`src/rtl/dmrs_pkg.sv`:
```
// ----------------------------------------------------------------------------
// dmrs_pkg
// Item types and register indexes shared by the dual motor ramp sequencer.
// ----------------------------------------------------------------------------
`default_nettype none

package dmrs_pkg;

  // Input item: one command per item
  typedef struct packed {
    logic [1:0]  command;
    logic [7:0]  left_req;
    logic [7:0]  right_req;
    logic        forward;
    logic        turn_cw;
    logic [31:0] hold_ticks;
  } in_item_t;

  // Result item: driver bytes in force plus status flags
  typedef struct packed {
    logic [7:0] left_control;
    logic [7:0] right_control;
    logic       write_strobe;
    logic       busy_res;
    logic       rejected;
  } out_item_t;

  // Command codes
  localparam logic [1:0] CMD_TICK  = 2'd0;
  localparam logic [1:0] CMD_DRIVE = 2'd1;
  localparam logic [1:0] CMD_TURN  = 2'd2;

  // Configuration register indexes
  localparam int unsigned CFG_IDX_W = 4;
  localparam logic [CFG_IDX_W-1:0] REG_LEFT_GAIN   = 4'd0;
  localparam logic [CFG_IDX_W-1:0] REG_RIGHT_GAIN  = 4'd1;
  localparam logic [CFG_IDX_W-1:0] REG_KICK_EN     = 4'd2;
  localparam logic [CFG_IDX_W-1:0] REG_KICK_SPEED  = 4'd3;
  localparam logic [CFG_IDX_W-1:0] REG_KICK_TICKS  = 4'd4;
  localparam logic [CFG_IDX_W-1:0] REG_DRIVE_STEP  = 4'd5;
  localparam logic [CFG_IDX_W-1:0] REG_TURN_STEP   = 4'd6;
  localparam logic [CFG_IDX_W-1:0] REG_BRAKE_TICKS = 4'd7;

  // Speed and ramp constants
  localparam logic [5:0] SPEED_MAX = 6'h3F;
  localparam logic [5:0] RAMP_STEP = 6'h05;

  // Driver direction bits
  localparam logic [1:0] DIR_COAST = 2'b00;
  localparam logic [1:0] DIR_FWD   = 2'b01;
  localparam logic [1:0] DIR_REV   = 2'b10;
  localparam logic [1:0] DIR_BRAKE = 2'b11;

endpackage

`default_nettype wire

```
`src/rtl/dual_motor_ramp_sequencer.sv`:
```
// Pipeline: an accepted item enters the input register, and its result goes
// into the result register (out_data) when that is free. Throughput: one item
// per cycle; the sequencer state updates in the cycle between the two registers,
// and a held result stalls the input only once both registers are full.
// Reset (rst_n low, synchronous): sequence idle, counters and ramp cleared,
// configuration back to its defaults, both register stages empty.
// ----------------------------------------------------------------------------
// dual_motor_ramp_sequencer
// Drive/turn command sequencer: gain-scaled targets, optional kick, stepped
// ramp, hold, brake, coast. Tick items advance time by one tick.
// ----------------------------------------------------------------------------
`default_nettype none

module dual_motor_ramp_sequencer #(
  parameter int unsigned COUNTER_BITS = 32
) (
  input  wire                                clk,
  input  wire                                rst_n,
  // input items
  input  wire                                in_valid,
  output logic                               in_ready,
  input  wire  dmrs_pkg::in_item_t           in_data,
  // result items
  output logic                               out_valid,
  input  wire                                out_ready,
  output dmrs_pkg::out_item_t                out_data,
  // configuration writes
  input  wire                                cfg_valid,
  output logic                               cfg_ready,
  input  wire  [dmrs_pkg::CFG_IDX_W-1:0]     cfg_index,
  input  wire  [15:0]                        cfg_data
);

  localparam int unsigned CB = COUNTER_BITS;
  localparam logic [31:0] CNT_MAX32 = 32'((64'd1 << CB) - 64'd1);

  localparam logic [2:0] PH_IDLE  = 3'd0;
  localparam logic [2:0] PH_KICK  = 3'd1;
  localparam logic [2:0] PH_RAMP  = 3'd2;
  localparam logic [2:0] PH_HOLD  = 3'd3;
  localparam logic [2:0] PH_BRAKE = 3'd4;

  // Configuration registers
  logic [7:0]  left_gain_r, right_gain_r;
  logic        kick_en_r;
  logic [5:0]  kick_lvl_r;
  logic [15:0] kick_ticks_r, drive_step_r, turn_step_r, brake_ticks_r;

  // Sequencer state
  logic [2:0]    phase_r, phase_nxt;
  logic [CB-1:0] cnt_r, cnt_nxt;
  logic [5:0]    level_r, level_nxt;
  logic [5:0]    lt_r, lt_nxt, rt_r, rt_nxt;
  logic          ldir_r, ldir_nxt, rdir_r, rdir_nxt;
  logic [CB-1:0] hold_r, hold_nxt;
  logic          turn_r, turn_nxt;

  // Pipeline registers
  logic                in_valid_r;
  dmrs_pkg::in_item_t  in_r;
  logic                out_valid_r;
  dmrs_pkg::out_item_t out_r, out_nxt;

  logic slot_free, proc_en;

  assign slot_free = !out_valid_r || out_ready;
  assign proc_en   = in_valid_r && slot_free;
  assign in_ready  = !in_valid_r || slot_free;
  assign cfg_ready = 1'b1;
  assign out_valid = out_valid_r;
  assign out_data  = out_r;

  // Configuration write port
  always_ff @(posedge clk) begin
    if (!rst_n) begin
      left_gain_r   <= 8'd64;
      right_gain_r  <= 8'd64;
      kick_en_r     <= 1'b0;
      kick_lvl_r    <= 6'd0;
      kick_ticks_r  <= 16'd0;
      drive_step_r  <= 16'd100;
      turn_step_r   <= 16'd80;
      brake_ticks_r <= 16'd40;
    end else if (cfg_valid && cfg_ready) begin
      unique case (cfg_index)
        dmrs_pkg::REG_LEFT_GAIN:   left_gain_r   <= cfg_data[7:0];
        dmrs_pkg::REG_RIGHT_GAIN:  right_gain_r  <= cfg_data[7:0];
        dmrs_pkg::REG_KICK_EN:     kick_en_r     <= cfg_data[0];
        dmrs_pkg::REG_KICK_SPEED:  kick_lvl_r    <= cfg_data[5:0];
        dmrs_pkg::REG_KICK_TICKS:  kick_ticks_r  <= cfg_data;
        dmrs_pkg::REG_DRIVE_STEP:  drive_step_r  <= cfg_data;
        dmrs_pkg::REG_TURN_STEP:   turn_step_r   <= cfg_data;
        dmrs_pkg::REG_BRAKE_TICKS: brake_ticks_r <= cfg_data;
        default: ;
      endcase
    end
  end

  // Gain scaling: (speed * gain) >> 6, saturated to 6 bits
  logic [15:0] lprod, rprod;
  logic [5:0]  lscaled, rscaled;

  assign lprod   = 16'(in_r.left_req) * 16'(left_gain_r);
  assign rprod   = 16'(in_r.right_req) * 16'(right_gain_r);
  assign lscaled = (|lprod[15:12]) ? dmrs_pkg::SPEED_MAX : lprod[11:6];
  assign rscaled = (|rprod[15:12]) ? dmrs_pkg::SPEED_MAX : rprod[11:6];

  // Hold length clamped to the counter range
  logic [CB-1:0] hold_sat;
  assign hold_sat = (in_r.hold_ticks > CNT_MAX32) ? CNT_MAX32[CB-1:0]
                                                  : in_r.hold_ticks[CB-1:0];

  // Next state and result
  logic          busy, strobe, rej;
  logic          enter_ramp, enter_hold, enter_brake, enter_coast;
  logic          ramp_tick;
  logic [5:0]    maxt;
  logic [15:0]   step_raw;
  logic [CB-1:0] step_len;
  logic          ramp_more;
  logic [5:0]    lspd, rspd;

  always_comb begin
    phase_nxt   = phase_r;
    cnt_nxt     = cnt_r;
    level_nxt   = level_r;
    lt_nxt      = lt_r;
    rt_nxt      = rt_r;
    ldir_nxt    = ldir_r;
    rdir_nxt    = rdir_r;
    hold_nxt    = hold_r;
    turn_nxt    = turn_r;
    strobe      = 1'b0;
    rej         = 1'b0;
    enter_ramp  = 1'b0;
    enter_hold  = 1'b0;
    enter_brake = 1'b0;
    enter_coast = 1'b0;
    ramp_tick   = 1'b0;
    busy        = (phase_r != PH_IDLE);

    // command decode
    unique case (in_r.command)
      dmrs_pkg::CMD_DRIVE, dmrs_pkg::CMD_TURN: begin
        if (busy) begin
          rej = 1'b1;
        end else begin
          lt_nxt    = lscaled;
          rt_nxt    = rscaled;
          hold_nxt  = hold_sat;
          level_nxt = 6'd0;
          strobe    = 1'b1;
          if (in_r.command == dmrs_pkg::CMD_DRIVE) begin
            turn_nxt = 1'b0;
            ldir_nxt = in_r.forward;
            rdir_nxt = in_r.forward;
          end else begin
            turn_nxt = 1'b1;
            ldir_nxt = in_r.turn_cw;
            rdir_nxt = !in_r.turn_cw;
          end
          if (kick_en_r && (kick_ticks_r != 16'd0)) begin
            phase_nxt = PH_KICK;
            cnt_nxt   = CB'(kick_ticks_r);
          end else begin
            enter_ramp = 1'b1;
          end
        end
      end
      dmrs_pkg::CMD_TICK: begin
        if (busy) begin
          if (cnt_r > CB'(1)) begin
            cnt_nxt = cnt_r - CB'(1);
          end else begin
            cnt_nxt = '0;
            strobe  = 1'b1;
            unique case (phase_r)
              PH_KICK:  enter_ramp  = 1'b1;
              PH_RAMP:  ramp_tick   = 1'b1;
              PH_HOLD:  enter_brake = 1'b1;
              default:  enter_coast = 1'b1;
            endcase
          end
        end
      end
      default: ;
    endcase

    // ramp interval and step test from the targets and mode now in force
    maxt     = (lt_nxt > rt_nxt) ? lt_nxt : rt_nxt;
    step_raw = turn_nxt ? turn_step_r : drive_step_r;
    step_len = (step_raw == 16'd0) ? CB'(1) : CB'(step_raw);
    ramp_more = (level_r > maxt) || ((maxt - level_r) >= dmrs_pkg::RAMP_STEP);

    // end of a ramp interval: one more step, or on to the hold
    if (ramp_tick) begin
      if (ramp_more) begin
        level_nxt = level_r + dmrs_pkg::RAMP_STEP;
        cnt_nxt   = step_len;
      end else begin
        enter_hold = 1'b1;
      end
    end

    // phase entry chain; zero-length phases fall through
    if (enter_ramp) begin
      if (maxt >= dmrs_pkg::RAMP_STEP) begin
        phase_nxt = PH_RAMP;
        level_nxt = dmrs_pkg::RAMP_STEP;
        cnt_nxt   = step_len;
      end else begin
        enter_hold = 1'b1;
      end
    end
    if (enter_hold) begin
      if (hold_nxt != '0) begin
        phase_nxt = PH_HOLD;
        cnt_nxt   = hold_nxt;
      end else begin
        enter_brake = 1'b1;
      end
    end
    if (enter_brake) begin
      if (brake_ticks_r != 16'd0) begin
        phase_nxt = PH_BRAKE;
        cnt_nxt   = CB'(brake_ticks_r);
      end else begin
        enter_coast = 1'b1;
      end
    end
    if (enter_coast) begin
      phase_nxt = PH_IDLE;
      cnt_nxt   = '0;
      level_nxt = 6'd0;
    end

    // driver bytes for the phase now in force
    lspd = (level_nxt <= lt_nxt) ? level_nxt : lt_nxt;
    rspd = (level_nxt <= rt_nxt) ? level_nxt : rt_nxt;
    unique case (phase_nxt)
      PH_KICK: begin
        out_nxt.left_control  = {kick_lvl_r,
                                 ldir_nxt ? dmrs_pkg::DIR_FWD : dmrs_pkg::DIR_REV};
        out_nxt.right_control = {kick_lvl_r,
                                 rdir_nxt ? dmrs_pkg::DIR_FWD : dmrs_pkg::DIR_REV};
      end
      PH_RAMP: begin
        out_nxt.left_control  = {lspd,
                                 ldir_nxt ? dmrs_pkg::DIR_FWD : dmrs_pkg::DIR_REV};
        out_nxt.right_control = {rspd,
                                 rdir_nxt ? dmrs_pkg::DIR_FWD : dmrs_pkg::DIR_REV};
      end
      PH_HOLD: begin
        out_nxt.left_control  = {lt_nxt,
                                 ldir_nxt ? dmrs_pkg::DIR_FWD : dmrs_pkg::DIR_REV};
        out_nxt.right_control = {rt_nxt,
                                 rdir_nxt ? dmrs_pkg::DIR_FWD : dmrs_pkg::DIR_REV};
      end
      PH_BRAKE: begin
        out_nxt.left_control  = {6'd0, dmrs_pkg::DIR_BRAKE};
        out_nxt.right_control = {6'd0, dmrs_pkg::DIR_BRAKE};
      end
      default: begin
        out_nxt.left_control  = {6'd0, dmrs_pkg::DIR_COAST};
        out_nxt.right_control = {6'd0, dmrs_pkg::DIR_COAST};
      end
    endcase
    out_nxt.write_strobe = strobe;
    out_nxt.busy_res     = (phase_nxt != PH_IDLE);
    out_nxt.rejected     = rej;
  end

  // Input register
  always_ff @(posedge clk) begin
    if (!rst_n) begin
      in_valid_r <= 1'b0;
    end else if (in_ready) begin
      in_valid_r <= in_valid;
    end
  end

  always_ff @(posedge clk) begin
    if (in_valid && in_ready) begin
      in_r <= in_data;
    end
  end

  // Sequencer state update, one item per cycle while the result slot is free
  always_ff @(posedge clk) begin
    if (!rst_n) begin
      phase_r <= PH_IDLE;
      cnt_r   <= '0;
      level_r <= 6'd0;
      lt_r    <= 6'd0;
      rt_r    <= 6'd0;
      ldir_r  <= 1'b0;
      rdir_r  <= 1'b0;
      hold_r  <= '0;
      turn_r  <= 1'b0;
    end else if (proc_en) begin
      phase_r <= phase_nxt;
      cnt_r   <= cnt_nxt;
      level_r <= level_nxt;
      lt_r    <= lt_nxt;
      rt_r    <= rt_nxt;
      ldir_r  <= ldir_nxt;
      rdir_r  <= rdir_nxt;
      hold_r  <= hold_nxt;
      turn_r  <= turn_nxt;
    end
  end

  // Result register
  always_ff @(posedge clk) begin
    if (!rst_n) begin
      out_valid_r <= 1'b0;
    end else if (slot_free) begin
      out_valid_r <= in_valid_r;
    end
  end

  always_ff @(posedge clk) begin
    if (proc_en) begin
      out_r <= out_nxt;
    end
  end

endmodule

`default_nettype wire

```
`config.mk`:
```
export PLATFORM = sky130hd
export DESIGN_NAME = dual_motor_ramp_sequencer
export DESIGN_NICKNAME = d
export VERILOG_FILES = /design/src/rtl/dmrs_pkg.sv /design/src/rtl/dual_motor_ramp_sequencer.sv
export SDC_FILE = /design/constraint.sdc
export NUM_CORES = 1
export LEC_CHECK = 0
export BUFFER_PORTS_ARGS = -buffer_cell sky130_fd_sc_hd__buf_2
export CORE_MARGIN = 4
export CORE_UTILIZATION = 35
export CTS_CLUSTER_SIZE = 16
export DETAILED_ROUTE_END_ITERATION = 10
export SLEW_MARGIN = 20
export SYNTH_ARGS = -nofsm -noshare
export SYNTH_HDL_FRONTEND = slang
export SYNTH_SLANG_ARGS = --single-unit
```
`constraint.sdc`:
```
create_clock -name clk -period 23 [get_ports clk]
set_input_delay 0 -clock clk [delete_from_list [all_inputs] [get_ports clk]]
set_output_delay 0 -clock clk [all_outputs]
set_load 0.01 [all_outputs]
```
## Word level (Yosys, flattened, before mapping)

Index checks and enable logic that the tools add are counted.

- Word-level logic and storage cells: 176
- Input bits: 77
- Output and inout port bits: 22
- Register bits after elaboration: 248

- Add/subtract/negate cells: 3
- Eq/ne operators: 16
- Multiply operators: 2
- Mux-type cells: 88
- Magnitude comparators: 8
- Reduce and logical (&&, ||, !) cells: 29

Operators by type and width:

| cell | number |
|---|---|
| 2-to-1 mux 32 bit | 16 |
| 2-to-1 mux 6 bit | 16 |
| case mux 16 bit (4 select lines) | 1 |
| case mux 32 bit (2 select lines) | 1 |
| 2-to-1 mux 1 bit | 38 |
| > comparator 32 x 1 -> 1 bit, second input constant | 1 |
| > comparator 32 bit, second input constant | 1 |
| multiplier 8 x 8 -> 16 bit | 2 |
| 2-to-1 mux 16 bit | 2 |
| nonzero test 16 bit | 2 |
| nonzero test 32 bit | 1 |
| subtractor 32 x 1 -> 32 bit, second input constant | 1 |
| 2-to-1 mux 3 bit | 10 |
| == test 4 x 3 -> 1 bit, second input constant | 4 |
| zero test 16 bit | 1 |
| AND reduction 2 bit | 8 |
| == test 3 x 2 -> 1 bit, second input constant | 4 |
| greater-or-equal comparator 6 x 3 -> 1 bit, second input constant | 2 |
| > comparator 6 bit | 2 |
| <= comparator 6 bit | 2 |
| == test 4 x 2 -> 1 bit, second input constant | 2 |
| OR reduction 4 bit | 2 |
| adder 6 x 3 -> 6 bit, second input constant | 1 |
| == test 3 x 1 -> 1 bit, second input constant | 2 |
| 15 further kinds | 24 |

## Depth between registers and ports, before layout

Gate-level depths: netlist of run 1.

- Word-level depth: 20
- Depth in mapped cells: 50
- Depth with buffers taken out: 48

## Worst setup path before layout of run 1

OpenSTA, ideal clock, no wires.

- Kind: flip-flop to flip-flop
- Start: register in_r[40] (netlist bit)
- End: register out_r (netlist bit out_data[13]) (data pin)
- Clock period less this slack: 9.822 ns
- Path buffers: 1
- Library setup time: 0.272 ns
- Arrival: 9.549 ns
- Path slack: 13.178 ns
- Required time: 22.728 ns
- Stages on the path, launching flop included: 45
- Cells stage by stage: edfxtp_1 -> and2_1 -> fa_1 -> fa_1 -> fa_1 -> inv_1 -> fa_1 -> inv_1 -> ha_1 -> a21oi_1 -> o21ai_0 -> a221o_1 -> or3_1 -> a211oi_2 -> nand2_1 -> o22ai_1 -> ha_1 -> nor2b_1 -> (+9 left out) -> nor2b_1 -> o21ai_0 -> nand3_1 -> nor4b_1 -> nand4_1 -> nor2b_1 -> o211ai_1 -> nand3_1 -> o21a_1 -> nor3_1 -> ha_1 -> a21o_1 -> a21oi_1 -> nor2_1 -> mux2i_1 -> nand3b_1 -> o21ai_1 -> o221ai_1

RTL lines:

| element | RTL line | RTL |
|---|---|---|
| from (decl) | dual_motor_ramp_sequencer.sv:60 | `dmrs_pkg::in_item_t in_r;` |
| from (signal assigned) | dual_motor_ramp_sequencer.sv:284 | `in_r <= in_data;` |
| to (signal assigned) | dual_motor_ramp_sequencer.sv:324 | `out_r <= out_nxt;` |
| to (decl) | dual_motor_ramp_sequencer.sv:62 | `dmrs_pkg::out_item_t out_r, out_nxt;` |

==> results.cfg, run 1 <==
[outcome]
status = finished clean

[place]
gp_congestion = 0.949
dp_slack_ns = 11.18
dp.cells = 2649
hpwlAfterDp_um = 36800
port_buffers = 97

[floorplanning]
fp-row-count = 80
dieArea_mm2 = 0.0526
fp.dieH_um = 229
dieWidth_um = 229
coreArea_mm2 = 0.0481
initial_core_util = 0.356
io_pins = 99

[detailed_routing]
dr.pass1.iters = 6
routedWlPerCell_um = 18.4
wirelength_um = 51300
drtIter0Drc = 1200
drc_errors = 0
via_per_inst = 5.38
antenna_left = 0
dr_total_vias = 15000

[clocking]
cts_setup_buffers = 0
cts_max_level = 1
cts_buffers = 30
cts_buffer_depth = 3
cts_num_sinks = 248
cts_tree = yes
cts_root_buf = clkbuf_16
clk-insertion-delay-late_ns = 0.61
path_clk_slew_ns = 0.07

[worst_hold_path]
hold_class = in -> reg
hold_start = in_data[5]
holdPathStages = 2

[setup_path]
crit_path_top_delay_cell = nor2b_2
crit_required_ns = 23.31
path_depth = 43
critPathBufInv = 5
crit_path_start = in_r[48]
cp_max_fo = 15
path_common_cell = fa_1
rr_worst_depth = 43
max_stage_delay_ns = 0.70
setup.worst_path.end_class = register
critical_path.top_delay_family = compound AO/OA/AOI/OAI gates
critPathArrivalTime_ns = 11.94
path_class = reg -> reg
reg2reg_from = in_r[48]
startpoint_type = register

[sta]
max_freq_mhz = 85.9
timing.final.ws_setup_ns = 11.36
period_share = 0.506
relSlewSlack = 0.255
finalMaxSlewViolations = 0
fin_crit_ns = 11.64
setup_violations = 0
finalHoldViolCount = 0
fin_skew_ns = 0.0477
fin_setup_tns_ns = 0
tightest_slew_ns = 1.12
rsz0062_at_grt = no

[power_and_ir_drop]
p_leak_nw = 8.20
power_mw = 1.27
peakVddDrop_mv = 0.0689
power_density_mw_per_mm2 = 63.3

[cells_and_area]
layout_common_cells = nand2_1 (333), dfxtp_1 (177), and2_1 (133), inv_1 (117), a21boi_0 (101)
regArea_mm2 = 0.00568
syn_to_final_growth_pct = 17.2
drive_above_1_share = 0.109
final_common_cell = nand2_1
fillers = 4750
multiInputGateArea_mm2 = 0.0107
nets = 2350
antennaDiodeCount = 0
final_cells = 2788

[synthesis]
ys.flop_type = dfxtp_1
yosys_register_bits = 248
syn_area_per_cell_um2 = 8.73
synth_edf_count = 71
synthArstFlopShare = 0
yosysSeqAreaShare = 0.331
yosys_warnings = 0
syn_nets = 2208
syn_inst = 1966
synth_cell_type_count = 93
netlist_area_mm2 = 0.0172

[global_routing]
grt_max_degree = 93
overflow = 0
grt_pass1_wl_um = 82400
grt_pass1_vias = 15300
grt_usage = 0.190
antenna_found_initial = 0

[run]
drv_cap = 0
## registers in the layout, indices dropped and copies added (netlist names), 3 cells and up
signal	cells
brake_ticks_r	16
cnt_r	32
drive_step_r	16
hold_r	32
in_r	52
kick_lvl_r	6
kick_ticks_r	16
left_gain_r	8
level_r	6
lt_r	6
out_data	19
phase_r	3
right_gain_r	8
rt_r	6
turn_step_r	16
## Yosys cell counts (6+ instances only)
| cell | instances | area, um2 |
|---|---|---|
| o21ai_0 | 75 | 375 |
| o211ai_1 | 11 | 82.6 |
| nand2b_1 | 9 | 56.3 |
| nor2b_1 | 30 | 188 |
| inv_1 | 117 | 439 |
| or4_1 | 7 | 52.6 |
| a221o_1 | 13 | 130 |
| a211oi_1 | 19 | 143 |
| and2_1 | 135 | 845 |
| mux2_2 | 10 | 113 |
| o21ai_1 | 22 | 110 |
| o22ai_1 | 19 | 119 |
| dfxtp_1 | 177 | 3540 |
| and3_1 | 15 | 93.8 |
| fa_1 | 71 | 1420 |
| xor2_1 | 10 | 87.6 |
| nor4_1 | 41 | 257 |
| a21oi_1 | 84 | 420 |
| nand3_1 | 31 | 155 |
| a21o_1 | 13 | 97.6 |
| xnor2_1 | 8 | 70.1 |
| a22o_1 | 14 | 123 |
| a32oi_1 | 8 | 70.1 |
| or2_2 | 8 | 50.1 |
| mux2i_1 | 61 | 611 |
| o21a_1 | 12 | 90.1 |
| nand3b_1 | 7 | 52.6 |
| nand4_1 | 16 | 100 |
| a22oi_1 | 11 | 82.6 |
| nand2_1 | 333 | 1250 |
| a31oi_1 | 10 | 62.6 |
| a21boi_0 | 101 | 758 |
| edfxtp_1 | 71 | 2130 |
| ha_1 | 94 | 1180 |
| clkbuf_1 | 72 | 270 |
| or3_1 | 13 | 81.3 |
| nor2_1 | 77 | 289 |
| nor3_1 | 32 | 160 |
| buf_2 | 6 | 30.0 |
## timing repair
action                                  4_1_cts  5_1_grt
resized for setup                             0        0
endpoints found under the setup margin        0        0
hold buffers                                 83        0
hold endpoints to repair                    167        0
## where the power goes
group          switching, mW  internal, mW  total, mW  leakage [nW]
Sequential            0.0180         0.470      0.488          2.12
Combinational          0.189         0.116      0.304          5.59
Clock                  0.203         0.279      0.482         0.500
Total                  0.410         0.864       1.27          8.20
## logic make-up (layout without fill, tap and decap cells)
logic type                 count (synthesis)  count (layout)  share of synthesized area
muxes                                     71              71                     0.0421
AOI/OAI and AO/OA                        471             471                      0.190
and+or+nand+nor                          785             785                      0.230
other                                      1               1                   0.000219
xor gates and xnor gates                  18              18                    0.00919
buffers and inverters                    207             373                     0.0472
adders and majority gates                165             165                      0.151
DFF                                      248             248                      0.331
## metrics by stage
| step | cell area [um2] | util | hold WS (ns) |
|---|---|---|---|
| 2_1_floorplan | 17200 | - | 0.0989 |
| 3_3_place_gp | 18300 | 0.379 | 0.176 |
| 3_5_place_dp | 18300 | 0.379 | 0.178 |
| 4_1_cts | 20100 | 0.418 | 0.0557 |
| 5_1_grt | 20100 | 0.418 | 0.0828 |
| 6_report | 20100 | 0.418 | 0.0976 |
## final timing paths
path             endpoint  slack (ns)
max          out_data[16]       11.36
min               in_r[5]         0.1
max reg2reg  out_data[16]       11.36
min reg2reg     cnt_r[25]        0.46
## layer usage
| metal | global-route usage | wire length (um) |
|---|---|---|
| met2 | 0.334 | 24700 |
| met3 | 0.0237 | 2490 |
| met5 | 0 | 0 |
| met1 | 0.242 | 22200 |
| met4 | 0.0658 | 1820 |
## cell type report
| class | instances | area share |
|---|---|---|
| multi-input cells | 1511 | 0.532 |
| flip-flops and latches | 248 | 0.282 |
| repair buffers | 197 | 0.0719 |
| clock buffers | 43 | 0.0455 |
| well taps | 656 | 0.0408 |
| inverters | 120 | 0.0224 |
| clock inverters | 13 | 0.00510 |
No activity file was read; power rests on OpenSTA's default activity.
==> inputs of run 2 (changes only) <==
==> constraint.sdc (replaced) <==
create_clock -name clk -period 10.6 [get_ports clk]
set_input_delay 0 -clock clk [delete_from_list [all_inputs] [get_ports clk]]
set_output_delay 0 -clock clk [all_outputs]
set_load 0.01 [all_outputs]
==> results.cfg, run 2 (synthesis gave the netlist of run 1 again) <==
[outcome]
status = finished clean

[power_and_ir_drop]
p_int_mw = 1.90
seq_power_share = 0.378
switchingPower_mw = 0.893
power_density_mw_per_mm2 = 137
sw_frac_of_total = 0.320
clock_power_share = 0.374
p_leak_nw = 8.34
pwr-share-comb = 0.247
peakVddDrop_mv = 0.142

[clocking]
cts_buffer_depth = 3
cts_tree = yes
path_clk_slew_ns = 0.06
cts_root_buf = clkbuf_16
cts_buffers = 30
clk-insertion-delay-late_ns = 0.62
cts_num_sinks = 248
cts_max_level = 1

[sta]
fin_crit_ns = 10.11
max_freq_mhz = 98.9
finalHoldViolCount = 0
setup_violations = 0
tightest_slew_ns = 1.07
fin_skew_ns = 0.0567
relSlewSlack = 0.285
hold_ws_ns = 0.0964
period_share = 0.954
finalMaxSlewViolations = 0

[global_routing]
grt_pass1_wl_um = 82000
overflow = 0
grt_max_degree = 115
grt_pass1_vias = 15300
grt_usage = 0.188
antenna_found_initial = 0

[setup_path]
crit_path_top_delay_cell = fa_1
cp_max_fo = 7
critPathArrivalTime_ns = 10.41
startpoint_type = register
crit_required_ns = 10.90
path_class = reg -> reg
rr_worst_depth = 44
setup.worst_path.end_class = register
max_stage_delay_ns = 0.49

[place]
gp_congestion = 0.923
hpwlAfterDp_um = 36500
port_buffers = 97

[floorplanning]
coreArea_mm2 = 0.0481
dieWidth_um = 229
initial_core_util = 0.356
fp-row-count = 80
io_pins = 99
dieArea_mm2 = 0.0526
fp.dieH_um = 229

[detailed_routing]
routedWlPerCell_um = 18.0
dr.pass1.iters = 5
antenna_left = 0
via_per_inst = 5.34
dr_total_vias = 15000
drc_errors = 0
wirelength_um = 50600
drtIter0Drc = 1285

[cells_and_area]
syn_to_final_growth_pct = 18.8
regArea_mm2 = 0.00568
final_common_cell = nand2_1
layout_common_cells = nand2_1 (331), dfxtp_1 (175), and2_1 (133), inv_1 (116), a21boi_0 (101)
fin_util = 0.424
top_register = in_r
drive_above_1_share = 0.129
multiInputGateArea_mm2 = 0.0108
antennaDiodeCount = 0
fillers = 4757
largest_register_ffs = 52
nets = 2376
reg.largest.list = in_r (52), cnt_r (32), hold_r (32)

[worst_hold_path]
holdPathStages = 2
hold_class = in -> reg

[run]
drv_cap = 0
==> run 2: changes by cell type in the layout (fill, tap and decap cells not counted), sizes merged <==
cell and delta:
inv -2, clkinv -1, dlygate4sd3 -3, clkbuf +2, buf +29
==> run 2: power by group through the flow <==
stage / Clock (mW) / Sequential [mW] / Combinational, mW
after global placement: 0 / 1.08 / 0.631
after detailed placement: 0 / 1.08 / 0.641
final: 1.05 / 1.06 / 0.691
after global routing: 1.11 / 1.06 / 0.765
after CTS: 1.08 / 1.06 / 0.666
after floorplan: 0 / 1.06 / 0.457
==> run 2: worst paths after layout <==
kind                                 start            to  slack (ns)
worst min-delay path            in_data[3]       in_r[3]         0.1
worst max-delay path              in_r[37]  out_data[14]        0.49
worst max register to register    in_r[37]  out_data[14]        0.49
worst min register to register   cnt_r[25]     cnt_r[25]        0.46
==> run 2: worst max-delay path: cells and delay by family (launching register included) <==
family,cells,cell delay (ns)
adder cells (fa/ha/maj),8,3.08
buffers and inverters,7,0.88
AND/OR/NAND/NOR,12,2.00
multiplexers,1,0.18
AO/OA/AOI/OAI,16,3.24
flip-flops,1,0.45
==> run 2: metrics by stage <==
stage / cells / area (um2) / power, mW / TNS (ns) / worst slack, ns
2_1_floorplan: 1966 / 17200 / 1.52 / 0 / 0.778
3_3_place_gp: 2662 / 18400 / 1.71 / 0 / 0.441
3_5_place_dp: 2662 / 18400 / 1.72 / 0 / 0.208
4_1_cts: 2797 / 20200 / 2.80 / 0 / 0.113
5_1_grt: 2813 / 20400 / 2.94 / -0.224 / -0.0634
6_report: 2813 / 20400 / 2.79 / 0 / 0.491
==> run 2: layout make-up <==
type	instances	area share
multi-input cells	1511	0.529
flip-flops and latches	248	0.278
repair buffers	223	0.0801
clock buffers	45	0.0456
well taps	656	0.0403
inverters	120	0.0221
clock inverters	10	0.00429
==> run 2: routing by layer <==
layer | GRT usage | up-vias | part of all wire
met1 | 0.243 | 7245 | 0.44
met4 | 0.0698 | 0 | 0.039
met5 | 0 | - | 0
li1 | - | 7261 | -
met3 | 0.0251 | 113 | 0.048
met2 | 0.322 | 392 | 0.48
==> run 2: what timing repair did <==
item	CTS	global route
hold endpoints to repair	146	0
gates resized for setup	0	22
hold buffers	80	0
setup endpoints to repair	0	12
setup buffers	0	16
